===== src/rtl/blsa_ram.sv =====
`timescale 1ns / 1ps
module blsa_ram #(
	parameter int WIDTH = 16,
	parameter int DEPTH = 256
) (
	input  logic                     clk,
	input  logic                     we,
	input  logic [$clog2(DEPTH)-1:0] waddr,
	input  logic [WIDTH-1:0]         wdata,
	input  logic [$clog2(DEPTH)-1:0] raddr,
	output logic [WIDTH-1:0]         rdata
);
	logic [WIDTH-1:0] mem_q [DEPTH];

	always_ff @(posedge clk) begin
		if (we) begin
			mem_q[waddr] <= wdata;
		end
		rdata <= mem_q[raddr];
	end
endmodule


===== config.mk =====
export PLATFORM = sky130hd
export DESIGN_NAME = blsa_ram
export DESIGN_NICKNAME = d
export VERILOG_FILES = /design/src/rtl/blsa_ram.sv
export SDC_FILE = /design/constraint.sdc
export NUM_CORES = 2
export LEC_CHECK = 0
export BUFFER_PORTS_ARGS = -buffer_cell sky130_fd_sc_hd__buf_2
export CAP_MARGIN = 20
export CORE_AREA = 2 2 731 733
export CTS_CLUSTER_SIZE = 25
export DETAILED_ROUTE_END_ITERATION = 10
export DIE_AREA = 0 0 733 735
export GPL_TIMING_DRIVEN = 0
export PLACE_DENSITY = 0.45
export SKIP_LAST_GASP = 1
export SYNTH_ARGS = -nofsm -noshare
export SYNTH_HDL_FRONTEND = slang
export SYNTH_SLANG_ARGS = --single-unit

===== constraint.sdc =====
create_clock -name clk -period 3.2 [get_ports clk]
set_clock_uncertainty 0.1 [all_clocks]
set_input_delay 0.32 -clock clk [delete_from_list [all_inputs] [get_ports clk]]
set_output_delay 0.32 -clock clk [all_outputs]
set_load 0.01 [all_outputs]

# Word-level counts from Yosys, hierarchy flattened
# Memory sizes are Yosys's and may differ from the RTL's. A register that Yosys moved wholly into a read port is not among the register bits.
# Cells that the tools add are included.
[op_classes]
muxes = 2
[op_table]
columns = ["operator", "count"]
rows = [
  ["$mux W1", 2],
]
[word_totals]
register_bits = 0
ram_bits = 4096
input_bits = 34
wordCells = 3
n_memories = 1
[mem_list]
columns = ["name", "depth", "word_bits", "read_ports", "rd_clocked_by_memory_dff", "write_ports", "line_no", "rtl"]
rows = [
  ["mem_q", 256, 16, 1, 1, 1, "13", "logic [WIDTH-1:0] mem_q [DEPTH];"],
]

# Longest topological paths before layout
[logic_depth]
word_depth = 2
mapped_depth = 12
depth_no_buf = 6

# Worst setup path before layout
# OpenSTA, ideal clock, no wires.
[synth_path]
path_type = "input port to flip-flop"
from = "input port waddr[3]"
to = "memory mem_q[235][0], enable pin"
arrival_ns = 2.097
t_required_ns = 2.712
slack_ns = 0.615
cell_stages = 6
n_path_buf = 3
cell_sequence = "clkbuf_1 nor2b_1 clkbuf_1 nand4_1 clkbuf_1 nor2_1"
[synth_rtl]
columns = ["element", "line_no", "rtl"]
rows = [
  ["start, declared", "8", "input logic [$clog2(DEPTH)-1:0] waddr,"],
  ["end, declared", "13", ""],
]
# Straight into the memory's write port.

==> flow_summary.ini <==
[outcome]
status = finished, violations left
violations = negative setup slack

[power]
p_leak_uw = 0.0593
powerDensity_nw_per_um2 = 611
ir_worst_vdd_mv = 0.481
totalPowerFinal_uw = 116000

[cells_and_area]
layout-area-overhead-vs-synth_pct = 19.6
multiInputGateArea_um2 = 34400
final_cell_mix = edfxtp_1 (4096), mux4_2 (797), mux2i_1 (565)
layout.nets = 8230
drive_gt1_share_pct = 29.9
fill_cells = 49100
ff_latch_area_um2 = 123000
final_common_cell = edfxtp_1

[floorplanning]
die_h_um = 735
start_util_pct = 29.9
chipWidth_um = 733
rows = 268
die_area_um2 = 539000
core_area_um2 = 531000
io-pin-count = 50

[min_path]
hold_path.class = in -> reg
min_to = mem_q[211][12]$_DFFE_PP_
holdCritStartpoint = waddr[6]
holdPathStages = 3

[global_route]
track_usage_pct = 20.0
grt_max_degree = 135
grt_antenna_before_repair = 42
grt_pass1_wl_um = 736000
overflow = 0
grt_pass1_vias = 82200

[setup_path]
r2r_end = rdata[7]$_DFF_P_
cp_top_family = buffers and inverters
cp.buffers_inverters = 5
rr_worst_depth = 7
worst_ep_arrival_time_ps = 4160
r2r_slack_ps = 110
worstPathRequired_ps = 3950
worst_setup_path_start_kind = primary input
cpPeakStageDelay_ps = 660
crit_path_end_kind = flip-flop
critPathKind = in -> reg
worstReg2RegStart = mem_q[3][7]$_DFFE_PP_
cp_slowest_cell = nor4_4
crit_chain = buf_4, nand2b_1, buf_2, clkbuf_2, buf_8, clkbuf_2, o221ai_4, o22ai_1, a21oi_2, nand4_1, nor4_4
crit_path_frequent_cell = clkbuf_2
worstPathMaxFanout = 10

[place]
dp_hpwl_um = 389000
gp_congestion = 0.923
io_buffers = 39

[clocking]
clock_latency_ps = 1040
ctsLongestPathBuffers = 4
clk_pin_slew_ps = 70
htree_levels = 5
cts_tree = done
cts_buffers = 424
cts.sinks = 4112
clockRootBuffer = clkbuf_16

[detailed_routing]
ant_nets = 0
via_count = 83000
avgViaCountPerCell = 5.33
dr.pass1.iters = 6
wl_per_cell_um = 35.5
drtIter0Drc = 11200
drc = 0
totalWireLength_um = 554000

[logic_synthesis]
synth-edff-count = 4096
synth_compound_area_share_pct = 3.54
synthXorXnorAreaFrac_pct = 0
synth_cells = 7360
synth.yosys.seq_area_share_pct = 77.7
yosys.area_share.adder_pct = 0
synth_top_family_by_area = multiplexers
synth_nets = 7394
netlist_area_um2 = 159000
syn_avg_cell_area_um2 = 21.6
synth_mux_area_share_pct = 15.5
async_flop_share_pct = 0
ys_ff_latch = 4112
synth.distinct_cells = 52
synthSimpleGateAreaFrac_pct = 1.57
yosys_warnings = 0
synth_flop_cell = edfxtp_1

[sta]
setup_viol = 41
grt_setup_unrepaired = yes
worstMarginPinSlew_ps = 1180
relSlewSlack_pct = 21.1
slew_violations = 0
hold_viol = 0
finalHoldWorstSlack_ps = 161
max_freq_mhz = 293
min_period_over_period_pct = 107
period_needed_ps = 3410
setup_ws_ps = -209

[run]
cap_viol_max_count = 0
==> Yosys cell counts (4+ instances only) <==
cell / count / area share (%)
nand4_1: 26 / 0.10
a21oi_1: 175 / 0.55
a22oi_1: 43 / 0.20
buf_4: 26 / 0.12
mux4_2: 797 / 11
buf_6: 77 / 0.55
mux2i_1: 565 / 3.6
clkbuf_1: 230 / 0.54
a2111oi_0: 6 / 0.033
o22ai_1: 148 / 0.58
nand2_1: 38 / 0.090
nor4_1: 17 / 0.067
o32ai_1: 20 / 0.11
buf_2: 76 / 0.24
edfxtp_1: 4096 / 77
a211oi_1: 18 / 0.085
nor2_1: 304 / 0.72
buf_12: 5 / 0.063
mux2_2: 88 / 0.62
a22o_1: 32 / 0.18
and3_1: 11 / 0.043
dfxtp_1: 16 / 0.20
o21ai_0: 37 / 0.12
nand3_1: 35 / 0.11
o221ai_1: 252 / 1.4
a31oi_1: 6 / 0.024
buf_1: 27 / 0.064
o31ai_1: 16 / 0.076
nor3_1: 92 / 0.29
nor2b_1: 9 / 0.035
a221oi_1: 28 / 0.15
buf_8: 11 / 0.10
or2_2: 4 / 0.016
==> cell type report <==
class	instances	share of cell area, %
repair buffers	413	3.51
inverters	4	0.0105
clock buffers	522	5.83
clock inverters	252	1.35
plain buffers	449	1.57
diodes	22	0.0290
flip-flops and latches	4112	64.9
multi-input cells	2792	18.1
well taps	7020	4.63
==> worst register-to-register path, cell delays in order, from the launching register on <==
cell,delay [ps]
edfxtp_1,360
mux4_2,500
mux2_2,280
a22oi_1,460
nand2_1,210
o32ai_4,640
nor4_1,190
buf_2,220
==> report_power, final <==
| part | leakage [uW] | switching, uW | internal (uW) | total, uW |
|---|---|---|---|---|
| clock network | 0.00661 | 21500 | 27800 | 49300 |
| registers | 0.0369 | 57.4 | 59400 | 59400 |
| logic | 0.0157 | 5010 | 2230 | 7240 |
| total | 0.0593 | 26500 | 89500 | 116000 |
==> stage by stage <==
step	area (um2)	utilization [%]	setup WS [ps]	std cells	setup TNS [ps]
floorplan	159000	-	615	7360	0
global placement	168000	31.6	-5000	14400	-
detailed placement	175000	32.9	-2680	14800	-927610
CTS	190000	35.7	-74.3	15600	-291
global route	190000	35.7	-62.8	15600	-124
finish	190000	35.7	-209	15600	-2790
==> how the worst max path moves through the flow <==
| stage | startpoint | depth (start not counted) | endpoint | slack (ps) |
|---|---|---|---|---|
| floorplan | waddr[3] | 6 | mem_q[235][0]$_DFFE_PP_ | 610 |
| global placement | raddr[2] | 9 | rdata[2]$_DFF_P_ | -5000 |
| detailed placement | raddr[3] | 10 | rdata[10]$_DFF_P_ | -2680 |
| CTS | raddr[3] | 10 | rdata[10]$_DFF_P_ | -70 |
| global route | raddr[2] | 11 | rdata[8]$_DFF_P_ | -60 |
| finish | raddr[2] | 11 | rdata[9]$_DFF_P_ | -210 |
==> kinds of logic (layout without fill, tap and decap cells) <==
family,count (synthesis),in the layout
buffers and inverters,456,1640
muxes,1450,1450
DFF,4112,4112
other,0,22
and+or+nand+nor,556,556
AOI/OAI and AO/OA,786,786
==> timing repair <==
action / CTS / global route
gates cloned: 0 / 0
endpoints found under the hold margin: 1656 / 0
gates resized for setup: 254 / 61
pin swaps: 8 / 6
endpoints found under the setup margin: 16 / 70
setup buffers: 1 / 0
hold buffers: 16 / 0
==> state kept, by name, summed over array words and instances (netlist names) <==
register / count
rdata: 16
mem_q: 4096
==> metal layers <==
metal	part of all wire (%)	track usage, %
met5	0.011	0
met4	3.8	6.37
met3	7.8	3.82
met2	47	32.0
met1	42	27.6
No activity file was read; power rests on OpenSTA's default activity.
