==> src/rtl/blsa_pkg.sv <==
`timescale 1ns / 1ps
package blsa_pkg;

	localparam int SLOTS_DEF    = 64;
	localparam int BUFFERS_DEF  = 256;
	localparam int PROGRAMS_DEF = 16;
	localparam int UNITS_W      = 7;
	localparam logic [UNITS_W-1:0] UNITS_RESET = 7'd64;

	localparam logic [2:0] KIND_BIND    = 3'd0;
	localparam logic [2:0] KIND_ADD     = 3'd1;
	localparam logic [2:0] KIND_REMOVE  = 3'd2;
	localparam logic [2:0] KIND_RELEASE = 3'd3;
	localparam logic [2:0] KIND_UNBIND  = 3'd4;

	localparam logic [2:0] STAT_OK           = 3'd0;
	localparam logic [2:0] STAT_NO_SLOT      = 3'd1;
	localparam logic [2:0] STAT_USER_PRESENT = 3'd2;
	localparam logic [2:0] STAT_USER_ABSENT  = 3'd3;
	localparam logic [2:0] STAT_BAD_PROGRAM  = 3'd4;

	typedef struct packed {
		logic [2:0] kind;
		logic [7:0] buffer;
		logic [3:0] program_req;
	} in_t;

	typedef struct packed {
		logic [5:0] unit;
		logic [2:0] status;
	} out_t;

	typedef struct packed {
		logic        valid;
		logic [7:0]  buffer;
		logic [31:0] stamp;
	} slot_t;

	typedef enum logic [2:0] {
		S_CLEAR,
		S_IDLE,
		S_SCAN,
		S_TAIL,
		S_APPLY,
		S_UREAD,
		S_UWRITE
	} state_t;

endpackage

==> src/rtl/blsa_cell.sv <==
`timescale 1ns / 1ps
module blsa_cell (
	input  logic           clk,
	input  logic           arst_n,
	input  logic           shift,
	input  logic           clr,
	input  logic           load,
	input  blsa_pkg::slot_t d,
	input  blsa_pkg::slot_t load_d,
	output blsa_pkg::slot_t q
);
	import blsa_pkg::*;

	slot_t slot_q;

	always_ff @(posedge clk or negedge arst_n) begin
		if (!arst_n) begin
			slot_q <= '0;
		end else if (clr) begin
			slot_q <= '0;
		end else if (load) begin
			slot_q <= load_d;
		end else if (shift) begin
			slot_q <= d;
		end
	end

	assign q = slot_q;
endmodule

==> config.mk <==
export PLATFORM = sky130hd
export DESIGN_NAME = blsa_cell
export DESIGN_NICKNAME = d
export VERILOG_FILES = /design/src/rtl/blsa_pkg.sv /design/src/rtl/blsa_cell.sv
export SDC_FILE = /design/constraint.sdc
export NUM_CORES = 1
export LEC_CHECK = 0
export BUFFER_PORTS_ARGS = -buffer_cell sky130_fd_sc_hd__clkbuf_2
export CORE_MARGIN = 4
export CORE_UTILIZATION = 35
export CTS_CLUSTER_DIAMETER = 100
export DETAILED_ROUTE_END_ITERATION = 16
export GPL_TIMING_DRIVEN = 0
export PLACE_DENSITY_LB_ADDON = 0.15
export SLEW_MARGIN = 30
export SYNTH_ARGS = -nofsm -noshare
export SYNTH_HDL_FRONTEND = slang
export SYNTH_SLANG_ARGS = --single-unit
==> constraint.sdc <==
create_clock -name clk -period 1.4 [get_ports clk]
set_input_delay 0 -clock clk [delete_from_list [all_inputs] [get_ports clk]]
set_output_delay 0 -clock clk [all_outputs]
set_load 0.02 [all_outputs]
# After elaboration in Yosys (flattened, before gate mapping)
# Index checks and enable logic that the tools add are counted.
dict set report word_totals {
  regBits 41
  in_bits 87
  wordCells 7
}
dict set report classes {
  muxes 3
  reduce_logical 1
}
# cell n
set op_table {}
lappend op_table {{$mux W41} 3}
lappend op_table {{$reduce_bool A3 Y1} 1}

# Longest topological paths before layout
# Gate-level depths: netlist of the first run.
dict set report logic_depth {
  word_depth 3
  mapped_depth 4
}

# Worst setup path before layout of the first run
# OpenSTA, ideal clock, no wires.
dict set report synth_path {
  path_type {reg2reg}
  from {register q[1] (netlist name)}
  to {register slot_q (netlist bit q[1])}
  setup_time_ps 94
  t_arrival_ps 729
  required_ps 1306
  slack_ps 577
  stages_incl_launch_ff 3
  period_less_slack_ps 823
  path_cell_list {dfrtp_1 > mux2i_1 > a211oi_1}
}
# item line
set synth_lines {}
lappend synth_lines {{to (signal assigned)} blsa_cell.sv:22} ;# slot_q <= load_d;
lappend synth_lines {{to (decl)} blsa_cell.sv:14} ;# slot_t slot_q;

# Worst setup path after layout of the first run
dict set report layout_path {
  from {register slot_q (netlist bit q[10])}
  to {output port q[10] (netlist name)}
}
# item line
set layout_lines {}
lappend layout_lines {{to (decl)} blsa_cell.sv:10} ;# output blsa_pkg::slot_t q
# No word-level cell between the ends.

==> impl_metrics.ini, run 1 <==
[timing]
fin_setup_tns_ns = 0
drv_slew = 0
layout_setup_ws_ns = 0.5475
skew_ns = 0
whs_ns = 0.003329
setup_violations = 0
finalCritPeriodShare_pct = 60.89
period_minus_slack_ns = 0.8525
hold_viol_final = 0
slew_headroom_pct = 62.55
max_freq_mhz = 1173
rsz0062_at_grt = no
tightestPinTransition_ns = 0.5618

[route]
drc_errors = 0
first_iter_violations = 46
dr_wl_met2_mm = 3.231
ant_nets = 0
routed_wl_mm = 6.440
wl_per_cell_um = 15.12
drt-pass1-iter-count = 4
m1WireLength_mm = 2.615
num_vias = 2057
viasPerCell = 4.829
met3_length_um = 453
topRoutingLayerUsed = met4

[cts]
clk_latency_ns = 0.28
cts_tree = yes
clock-sinks = 41
cts-hold-fix-buffers = 37
cts_made_buffers = 5
ctsResizeCount = 0
root_buffer = clkbuf_8
cts_htree_levels = 2
cts.clk_slew.worst_paths_ns = 0.08
clock_path_buffers = 2
post-cts-setup-buffers = 0

[critical_path]
reg2reg_depth = 2
crit_chain = clkbuf_2
max_stage_delay_ns = 0.40
critPathKind = flip-flop to output pin
cp.arrival_ns = 0.85
cp_max_fo = 2
worst-path-stages = 1
cp_num_buf_inv = 1
crit_path_start_kind = flip-flop
cp.required_ns = 1.40
slowest_stage = dfrtp_1
crit_path_end = q[10]
crit_start = q[10]
cpLargestDelayFamily = flip-flops
reg2reg_to = q[38]
ff2ff_setup_slack_ns = 0.60
r2r_start = q[38]
worstSetupEndpointType = output pin

[yosys]
yosys.area_share.simple_pct = 11.87
netlist_area_sq_um = 2161
synth_flop_cell = dfrtp_1
synth-edff-count = 0
synth_cells = 183
syn_nets = 270
synth_top_family_by_area = multiplexers
yosys-top-cells-count = 41 x dfrtp_1, 41 x mux2i_1, 41 x nor2b_1, 38 x a211oi_1, 11 x clkbuf_1
synth_area_leaders = dfrtp_1 47%, mux2i_1 19%, a211oi_1 13%
async_flop_share_pct = 100.0
synth_top_area_share_pct = 47.48
yosysSeqAreaShare_pct = 47.48
syn_area_per_cell_sq_um = 11.81
yosys.area_share.adder_pct = 0
ys.warnings.count = 0
ys_types = 11
synth_area_leader_cell = dfrtp_1
synth_compound_area_share_pct = 14.94
muxShareOfSynthArea_pct = 18.99
synthXorXnorAreaFrac_pct = 0
ys_ff_latch = 41

[final_layout]
final_nets = 439
antenna_cells = 0
instances_no_fill = 426
nFillCells = 528
syn_to_final_growth_pct = 53.97
largest_register_ffs = 41
drive_above_1_share_pct = 39.89

[floorplan]
start_util_pct = 36.28
fp-row-count = 28
dieWidth_um = 86.58
die_height_um = 86.58
core_region_area_sq_um = 5956
pin_count = 128
die_area_sq_um = 7495

[pwr]
swShare_pct = 29.27
comb_power_share_pct = 26.8
p_sw_mw = 0.8112
power_frac_seq_pct = 47.5
internal-power_mw = 1.960
pwr-share-clk_pct = 25.7
ir_drop_mv = 0.3570
power_leakage_nw = 1.697
finalPower_mw = 2.771
power_density_nw_per_um2 = 833.0

[run_status]
status = finished, final reports clean

[run]
maxCapViolCount = 0

[place]
port_buffers = 125
dp.cells = 383
place_hpwl_mm = 4.683
place.gp.congestion = 0.7159
place_worst_setup_slack_ns = 0.3417

[global_route]
grt_max_degree = 42
first_global_vias = 2212
grt_pass1_wl_mm = 10.32
grtUsageTotal_pct = 17.59
grt-ovfl-total = 0
antenna_found_initial = 0

[min_path]
hold_class = primary input to flip-flop
## layer usage
metal / up-vias / track usage (%)
met4: 0 / 5.949
met5: - / 0
met2: 85 / 29.83
li1: 996 / -
met3: 15 / 4.753
met1: 961 / 21.61
## through the flow
step / utilization [%] / area [sq um]
after CTS: 55.86 / 3327
after global routing: 55.86 / 3327
after floorplan: - / 2161
after detailed placement: 48.40 / 2883
final: 55.86 / 3327
after global placement: 48.36 / 2880
## cell families after synthesis
| logic type | count (synthesis) |
|---|---|
| AOI/OAI and AO/OA | 41 |
| muxes | 41 |
| and+or+nand+nor | 41 |
| buffers and inverters | 19 |
| DFF | 41 |
## cell usage in the layout, fill, tap and decap left out
| master | n |
|---|---|
| mux2i_1 | 41 |
| clkbuf_2 | 124 |
| nor2b_1 | 41 |
| dfrtp_1 | 41 |
| buf_6 | 1 |
| buf_12 | 4 |
| clkinv_2 | 1 |
| dlygate4sd3_1 | 37 |
| buf_1 | 1 |
| clkbuf_1 | 11 |
| a211oi_2 | 3 |
| buf_2 | 1 |
| inv_1 | 1 |
| a211oi_1 | 38 |
| clkbuf_4 | 1 |
| clkbuf_8 | 5 |
## final cells by class
cell class                      instances  area, sq um  share of cell area (%)
Clock inverter                          1        5.005                  0.1504
Clock buffer                            5        68.82                   2.068
Inverter                                1        3.754                  0.1128
Buffer                                 18        141.4                   4.250
Timing Repair Buffer                  162        998.5                   30.01
Multi-Input combinational cell        123        989.7                   29.75
Sequential cell                        41         1026                   30.84
Tap cell                               75        93.84                   2.821
## worst min path at each step
stage,startpoint,cells past startpoint,end
final,load_d[24],3,q[24]
after floorplan,arst_n,0,q[0]
after detailed placement,arst_n,1,q[11]
after CTS,load_d[24],3,q[24]
after global routing,load_d[24],3,q[24]
after global placement,arst_n,1,q[6]
## power by group through the flow
stage | Clock, mW | Sequential, mW | Combinational (mW)
2_1_floorplan | 0 | 1.44 | 0.268
3_3_place_gp | 0 | 1.34 | 0.661
3_5_place_dp | 0 | 1.34 | 0.669
4_1_cts | 0.741 | 1.32 | 0.751
5_1_grt | 0.799 | 1.33 | 0.806
6_report | 0.711 | 1.32 | 0.743
Power figures use the tool's default switching activity.
==> inputs of run 2 (changes only) <==
==> constraint.sdc (replaced) <==
create_clock -name clk -period 0.8 [get_ports clk]
set_input_delay 0 -clock clk [delete_from_list [all_inputs] [get_ports clk]]
set_output_delay 0 -clock clk [all_outputs]
set_load 0.02 [all_outputs]
==> impl_metrics.ini, run 2 (synthesis results as in run 1) <==
[pwr]
power_leakage_nw = 1.757
power_density_nw_per_um2 = 1494
ir_drop_mv = 0.8081

[global_route]
first_global_vias = 2103
grt_pass1_wl_mm = 10.14
grt_max_degree = 42
antenna_found_initial = 0
grt-ovfl-total = 0
grtUsageTotal_pct = 17.25

[route]
num_vias = 2068
viasPerCell = 4.798
first_iter_violations = 35
drc_errors = 0
routed_wl_mm = 6.677
drt-pass1-iter-count = 2
wl_per_cell_um = 15.49
ant_nets = 0

[place]
port_buffers = 125
place_hpwl_mm = 4.364
place.gp.congestion = 0.7226
postPlaceCellArea_sq_um = 2934

[timing]
rsz0062_at_grt = yes
max_freq_mhz = 1169
setup_violations = 46
skew_ns = 0
whs_ns = 0.01006
tightestPinTransition_ns = 0.5691
fin_setup_tns_ns = -1.614
drv_slew = 0
layout_setup_ws_ns = -0.05527
period_minus_slack_ns = 0.8553
slew_headroom_pct = 62.06
finalCritPeriodShare_pct = 106.9
hold_viol_final = 0

[cts]
root_buffer = clkbuf_8
clk_latency_ns = 0.29
cts_made_buffers = 5
cts.clk_slew.worst_paths_ns = 0.08
clock_path_buffers = 2
cts_htree_levels = 2
clock-sinks = 41
cts_tree = yes
post-cts-setup-buffers = 0

[final_layout]
finalInstanceArea_sq_um = 3759
largest_register_ffs = 41
drive_above_1_share_pct = 52.53
final_common_cell = clkbuf_2
syn_to_final_growth_pct = 73.94
final_nets = 442
antenna_cells = 0
final_cell_mix = 83 x clkbuf_2, 41 x mux2i_1, 41 x nor2b_1, 41 x dfrtp_2, 40 x dlygate4sd3_1

[critical_path]
cp_num_buf_inv = 1
crit_path_start_kind = flip-flop
worstSetupEndpointType = output pin
max_stage_delay_ns = 0.43
critPathKind = flip-flop to output pin
slowest_stage = dfrtp_2
cp_max_fo = 2
cp.arrival_ns = 0.86
cpLargestDelayFamily = flip-flops
crit_chain = buf_6
cp.required_ns = 0.80

[run_status]
status = complete, but fails checks
violations = setup timing

[floorplan]
start_util_pct = 36.28
die_height_um = 86.58
dieWidth_um = 86.58
core_region_area_sq_um = 5956
fp-row-count = 28
pin_count = 128
die_area_sq_um = 7495

[run]
maxCapViolCount = 0

[min_path]
hold_class = primary input to flip-flop
-- run 2: cell types whose count changed in the layout (fill, tap and decap cells not counted), moves of 3 or more --
cell / delta
a211oi_1: -5
a211oi_2: +5
buf_6: +34
buf_8: +7
clkbuf_2: -41
dfrtp_1: -41
dfrtp_2: +41
dlygate4sd3_1: +3
-- run 2: metrics by stage --
stage / util [%] / setup slack (ns) / cells / power (mW)
2_1_floorplan: - / -0.001993 / 183 / 3.024
3_3_place_gp: 49.22 / -0.2128 / 383 / 3.519
3_5_place_dp: 49.26 / -0.2358 / 383 / 3.533
4_1_cts: 58.80 / -0.07914 / 430 / 5.483
5_1_grt: 63.11 / -0.09548 / 431 / 5.919
6_report: 63.11 / -0.05527 / 431 / 5.616
-- run 2: power by group --
part,switching [mW],leakage (nW),internal [mW]
Sequential,0.121,0.473,2.25
Clock,0.703,0.0585,1.02
Combinational,0.677,1.23,0.849
Total,1.50,1.76,4.11
-- run 2: timing repair --
action,in CTS,in global routing
endpoints found under the setup margin,43,74
gates cloned,0,0
gates resized for setup,14,115
pin swaps,3,29
hold buffers,39,1
endpoints found under the hold margin,78,1
-- run 2: layer usage --
metal	track usage (%)	part of all wire (%)
met1	22.01	40
met2	28.58	50
met3	5.038	8.2
met4	4.674	1.6
met5	0	0
-- run 2: area by class of cell --
class / count / area (sq um)
inverter: 1 / 3.754
tap: 75 / 93.84
sequential: 41 / 1077
timing repair buffer: 165 / 1311
clock buffer: 7 / 86.33
multi-input combinational: 123 / 1015
fill: 486 / 2197
clock inverter: 1 / 30.03
buffer: 18 / 141.4
-- run 2: final timing paths --
kind,startpoint,end,slack (ns),cells past startpoint
min in group asynchronous,arst_n,q[2],0.28,2
min reg2reg,q[31],q[31],0.65,2
max in group asynchronous,arst_n,q[9],0.11,2
max reg2reg,q[24],q[24],-0.02,2
min,load_d[0],q[0],0.01,3
max,q[12],q[12],-0.06,1
